[src/sv/lzgtc_pkg.sv]
// Shared types and constants for the LZ77 greedy token compressor.
package lzgtc_pkg;

   localparam int unsigned WordBits  = 16;
   localparam int unsigned MinWidth  = 4;
   localparam int unsigned ByteBits  = 8;
   localparam int unsigned LwBits    = 4;

   typedef enum logic [1:0] {
      ST_IDLE,
      ST_SCAN,
      ST_FINISH
   } state_type;

   // controller to datapath
   typedef struct packed {
      logic load;
      logic scan;
      logic finish;
      logic cfg_wr;
   } cmd_type;

   // datapath to controller
   typedef struct packed {
      logic need_scan;
      logic scan_done;
      logic out_free;
   } status_type;

endpackage

[src/sv/lzgtc_ctrl.sv]
// Controller state machine: item intake, candidate scan, token finish.
module lzgtc_ctrl (
   input  logic                 clock,
   input  logic                 reset,
   input  logic                 req_tvalid,
   output logic                 req_tready,
   input  logic                 csr_valid,
   output logic                 csr_ready,
   input  lzgtc_pkg::status_type sts,
   output lzgtc_pkg::cmd_type   cmd
);
   import lzgtc_pkg::*;

   state_type state_ff, state_in;

   always_ff @(posedge clock) begin
      if (reset) begin
         state_ff <= ST_IDLE;
      end else begin
         state_ff <= state_in;
      end
   end

   always_comb begin
      state_in   = state_ff;
      cmd        = '0;
      req_tready = 1'b0;
      csr_ready  = 1'b0;
      unique case (state_ff)
         ST_IDLE: begin
            req_tready = 1'b1;
            csr_ready  = !req_tvalid;
            cmd.cfg_wr = csr_valid && !req_tvalid;
            if (req_tvalid) begin
               cmd.load = 1'b1;
               state_in = sts.need_scan ? ST_SCAN : ST_FINISH;
            end
         end
         ST_SCAN: begin
            cmd.scan = 1'b1;
            if (sts.scan_done) begin
               state_in = ST_FINISH;
            end
         end
         ST_FINISH: begin
            // wait for the output register to free up
            if (sts.out_free) begin
               cmd.finish = 1'b1;
               state_in   = ST_IDLE;
            end
         end
         default: state_in = ST_IDLE;
      endcase
   end

endmodule

[config.mk]
export PLATFORM = sky130hd
export DESIGN_NAME = lzgtc_ctrl
export DESIGN_NICKNAME = d
export VERILOG_FILES = /design/src/sv/lzgtc_pkg.sv /design/src/sv/lzgtc_ctrl.sv
export SDC_FILE = /design/constraint.sdc
export NUM_CORES = 1
export LEC_CHECK = 0
export BUFFER_PORTS_ARGS = -buffer_cell sky130_fd_sc_hd__buf_2
export CELL_PAD_IN_SITES_DETAIL_PLACEMENT = 1
export CELL_PAD_IN_SITES_GLOBAL_PLACEMENT = 1
export CORE_AREA = 2 2 39 41
export DETAILED_ROUTE_END_ITERATION = 6
export DIE_AREA = 0 0 41 43
export GPL_TIMING_DRIVEN = 0
export PLACE_DENSITY = 0.49
export SYNTH_ARGS = -nofsm -noshare
export SYNTH_HDL_FRONTEND = slang
export SYNTH_SLANG_ARGS = --single-unit
[constraint.sdc]
create_clock -name clock -period 1.38 [get_ports clock]
set_input_delay 0.069 -clock clock [delete_from_list [all_inputs] [get_ports clock]]
set_output_delay 0.069 -clock clock [all_outputs]
set_load 0.05 [all_outputs]
# After elaboration in Yosys (flattened, before gate mapping)
# Cells that the tools add are included.
[totals]
ff_bits = 2
output_inout_bits = 6
[classes]
muxes = 13
n_eq_ne = 5
reduce_logical = 4
[op_table]
columns = ["operator", "count"]
rows = [
  ["$mux W1", 8],
  ["$mux W2", 4],
  ["$ne A2 B2 Y1 const B", 3],
  ["$pmux W2 S3", 1],
  ["$reduce_and A3 Y1", 1],
  ["$eq A2 B1 Y1 const B", 1],
  ["$eq A2 B2 Y1 const B", 1],
  ["$logic_not A2 Y1", 1],
  ["$logic_and A1 B1 Y1", 1],
  ["$logic_not A1 Y1", 1],
]

# Logic depth before layout (Yosys ltp)
[depth]
depth_word = 3
depth_mapped = 2
mapped_depth_nobuf = 2

# Least setup slack after synthesis
# Ideal clock, no wire load.
[synth_timing]
path_type = "reg-to-output"
startpoint = "reg state_ff[0]"
endpoint = "out cmd[0] (netlist bit)"
path_buffers = 0
slack_ns = -0.736
arrival_time_ns = 2.047
path_stages_with_launch = 3
path_cell_list = "dfxtp_1 > nor3_1 > and2_1"
[synth_lines]
columns = ["item", "line_no", "source"]
rows = [
  ["start, declared", "lzgtc_ctrl.sv:14", "state_type state_ff, state_in;"],
  ["start signal, assigned", "lzgtc_ctrl.sv:20", "state_ff <= state_in;"],
  ["end, declared", "lzgtc_ctrl.sv:10", "output lzgtc_pkg::cmd_type cmd"],
]

==> key figures <==
Pwr
  – Ratio of total power to cell area: 1220 nW/µm²
  – Register share of total power: 0.234
  – Proportion of total power due to net switching: 0.383
  – Logic pwr share: 0.321
  – Leakage Power: 0.115 nW
  – Clock group share of total power: 0.445
  – Maximum VDD drop: 0.000212 V
  – Net switching power: 0.118 mW
  – Total Power: 0.309 mW
  – P_int: 0.191 mW

Worst setup path
  – Crit path kind: reg2out
  – Worst endpoint data arrival time: 1230 ps
  – Reg2Reg Setup Slack: 180 ps
  – Crit end category: output port
  – End of the worst register-to-register path: state_ff[1]$_SDFFE_PP0P_
  – Critical Path RT: 1310 ps
  – Reg-to-reg critical path startpoint: state_ff[1]$_SDFFE_PP0P_
  – Crit start category: flop
  – Number of cells on the worst reg-to-reg path: 2
  – Maximum net fanout on the critical path: 9

Floorplanning
  – I/O pin cnt: 13
  – Initial core utilization: 0.0958
  – Vertical die dimension: 43 µm
  – Number of rows created at floorplan: 14
  – Die outline area: 1760 µm²
  – Core Area: 1380 µm²
  – Die span in x: 41 µm

Drt
  – Via density per instance: 4.00
  – Number of nets with antenna violations after routing: 0
  – Number of optimization iterations in the first detailed-route pass: 2
  – Detail Route met3 WL: 72 µm
  – Starting DRT DRC Count: 5
  – Post-route DRC violation count: 0
  – Drt wl/cell: 10.4 µm
  – Via Count: 188
  – Routed met2 length: 203 µm
  – Topmost layer with routed signal wires: met4
  – Drt total wl: 490 µm
  – Met1 WL: 196 µm

Global route
  – Wire length of the first global-routing pass: 724 µm
  – Antenna violations before repair: 0
  – Maximum number of pins on one net before global-route repair: 10
  – Vias in the first global route: 190
  – Remaining global-route overflow: 0
  – Global routing usage summed across all routing layers: 0.0680

Logic synthesis
  – Area share of the largest cell type after synthesis: 0.302
  – Flip-flop cell with the highest count after synthesis: dfxtp_1
  – Net Count, Synth: 23
  – Post-Syn Area: 133 µm²
  – Synth async-reset ratio: 0
  – Fraction of the yosys area taken by sequential cells: 0.302
  – Leading post-synthesis cells by cell area: dfxtp_1 30%, nand3b_1 11%, and2_1 9.4%
  – Synthesized flop and latch total: 2
  – Number of instances in the synthesized netlist: 16
  – Number of warning messages in the yosys log: 0
  – Most frequent cells after synthesis: 2 x and2_1, 2 x dfxtp_1, 2 x nand3b_1, 2 x nor2_1
  – Library cells used by synthesis: 12
  – Cell taking the most area after synthesis: dfxtp_1
  – Mean cell area of the mapped netlist: 8.29 µm²
  – Number of flops mapped to enable cells by yosys: 0

Layout
  – Syn-to-layout area delta: 91.5%
  – Antenna diode count: 0
  – Flip-flop count of the largest register after layout: 2
  – Number of fillers in the final layout: 173
  – Cell area after layout: 254 µm²
  – Register with the most flip-flops: state_ff
  – NumNets Final: 40
  – Largest registers: state_ff x2
  – Fraction of final layout cells with drive strength greater than 1: 0.677

Placement
  – Area after detailed placement: 229 µm²
  – Final HPWL DP: 366 µm
  – Number of port buffers: 12
  – Gpl congestion: 0.501

STA
  – Final Max Slew Viols: 0
  – Hold Fails Final Rpt: 0
  – Worst-Margin Slew: 347 ps
  – Share of the cycle needed by the critical path after routing: 0.942
  – Post-route clock skew: 1.25 ps
  – Sum of negative setup slack: 0 ps
  – Time the worst path needs with I/O delays and setup: 1300 ps
  – Top achievable clock speed: 0.769 GHz
  – Unrepaired setup endpoints after global routing: false
  – Max_slew headroom: 0.769
  – Number of setup violations in the final report: 0
  – Worst hold slack: 12.1 ps

Clock network
  – Clock root cell: clkbuf_4
  – Worst-skew pair later-pin latency: 230 ps
  – Clock input transition at the sequential cells of the worst setup and hold paths: 30 ps
  – Post-CTS setup-driven buffer insertion count: 0
  – Total CTS buffers: 3
  – Maximum level of the CTS H-tree: 1
  – Post-cts resize count: 0
  – CTS tree: yes
  – Hold Buf Count CTS: 0
  – Worst-case clock buffer depth: 2
  – Number of clock sinks: 2

Min path
  – Hold endpoint: state_ff[1]$_SDFFE_PP0P_
  – Hold Path Class: in2reg
  – Beginning of the worst hold path: reset
  – Min-Delay Path Depth: 2

Run status
  – Result of the run: finished clean

Run
  – Max Cap Viol: 0
-- critical path, stage by stage (launching register included) --
cell and delay [ps]:
dfxtp_1 510, nor3_4 80, and2_2 200, clkbuf_4 200
-- logic make-up after synthesis --
kind of cell       after synthesis  synth area share
AOI/OAI and AO/OA                2             0.104
and+or+nand+nor                 12             0.594
DFF                              2             0.302
-- power groups by stage --
| stage | clock (mW) | sequential, mW | combinational [mW] |
|---|---|---|---|
| after floorplan | 0 | 0.0707 | 0.0733 |
| after global placement | 0 | 0.0722 | 0.0970 |
| after detailed placement | 0 | 0.0734 | 0.0993 |
| after CTS | 0.146 | 0.0725 | 0.0998 |
| after global routing | 0.149 | 0.0740 | 0.105 |
| final | 0.138 | 0.0725 | 0.0992 |
-- worst max-delay path by stage --
stage	cells past startpoint	start	end
detailed placement	2	state_ff[1]$_SDFFE_PP0P_	state_ff[1]$_SDFFE_PP0P_
CTS	3	state_ff[0]$_SDFFE_PP0P_	cmd[0]
finish	3	state_ff[0]$_SDFFE_PP0P_	cmd[0]
floorplan	2	state_ff[0]$_SDFFE_PP0P_	cmd[0]
global route	3	state_ff[0]$_SDFFE_PP0P_	cmd[0]
global placement	2	state_ff[1]$_SDFFE_PP0P_	state_ff[1]$_SDFFE_PP0P_
-- cell usage in the layout, fill, tap and decap left out --
cell	count
buf_2	11
clkbuf_4	4
and2_2	2
nand3b_1	2
dfxtp_1	2
nor2_2	1
and2b_2	1
nor3_4	1
nand2_1	1
nor2_1	1
or3b_2	1
or4b_1	1
a31oi_1	1
or2b_1	1
a211oi_1	1
-- through the flow --
stage | instances | utilization | setup slack, ps
3_3_place_gp | 44 | 0.165 | 219
5_1_grt | 47 | 0.184 | 24.6
4_1_cts | 47 | 0.182 | 34.1
3_5_place_dp | 44 | 0.165 | 175
2_1_floorplan | 16 | - | 36.8
6_report | 47 | 0.184 | 79.5
-- final cells by class --
type / count / area [µm²] / share of cell area
Multi-Input combinational cell: 14 / 109 / 0.429
Clock buffer: 3 / 22.5 / 0.0887
Tap cell: 16 / 20.0 / 0.0788
Timing Repair Buffer: 12 / 62.6 / 0.246
Sequential cell: 2 / 40.0 / 0.158
-- metal layers --
metal / vias up / global-route usage
met2: 15 / 0.0906
met5: - / 0
li1: 89 / -
met4: 0 / 0.100
met1: 82 / 0.0635
met3: 2 / 0.0209
Power figures use the tool's default switching activity.
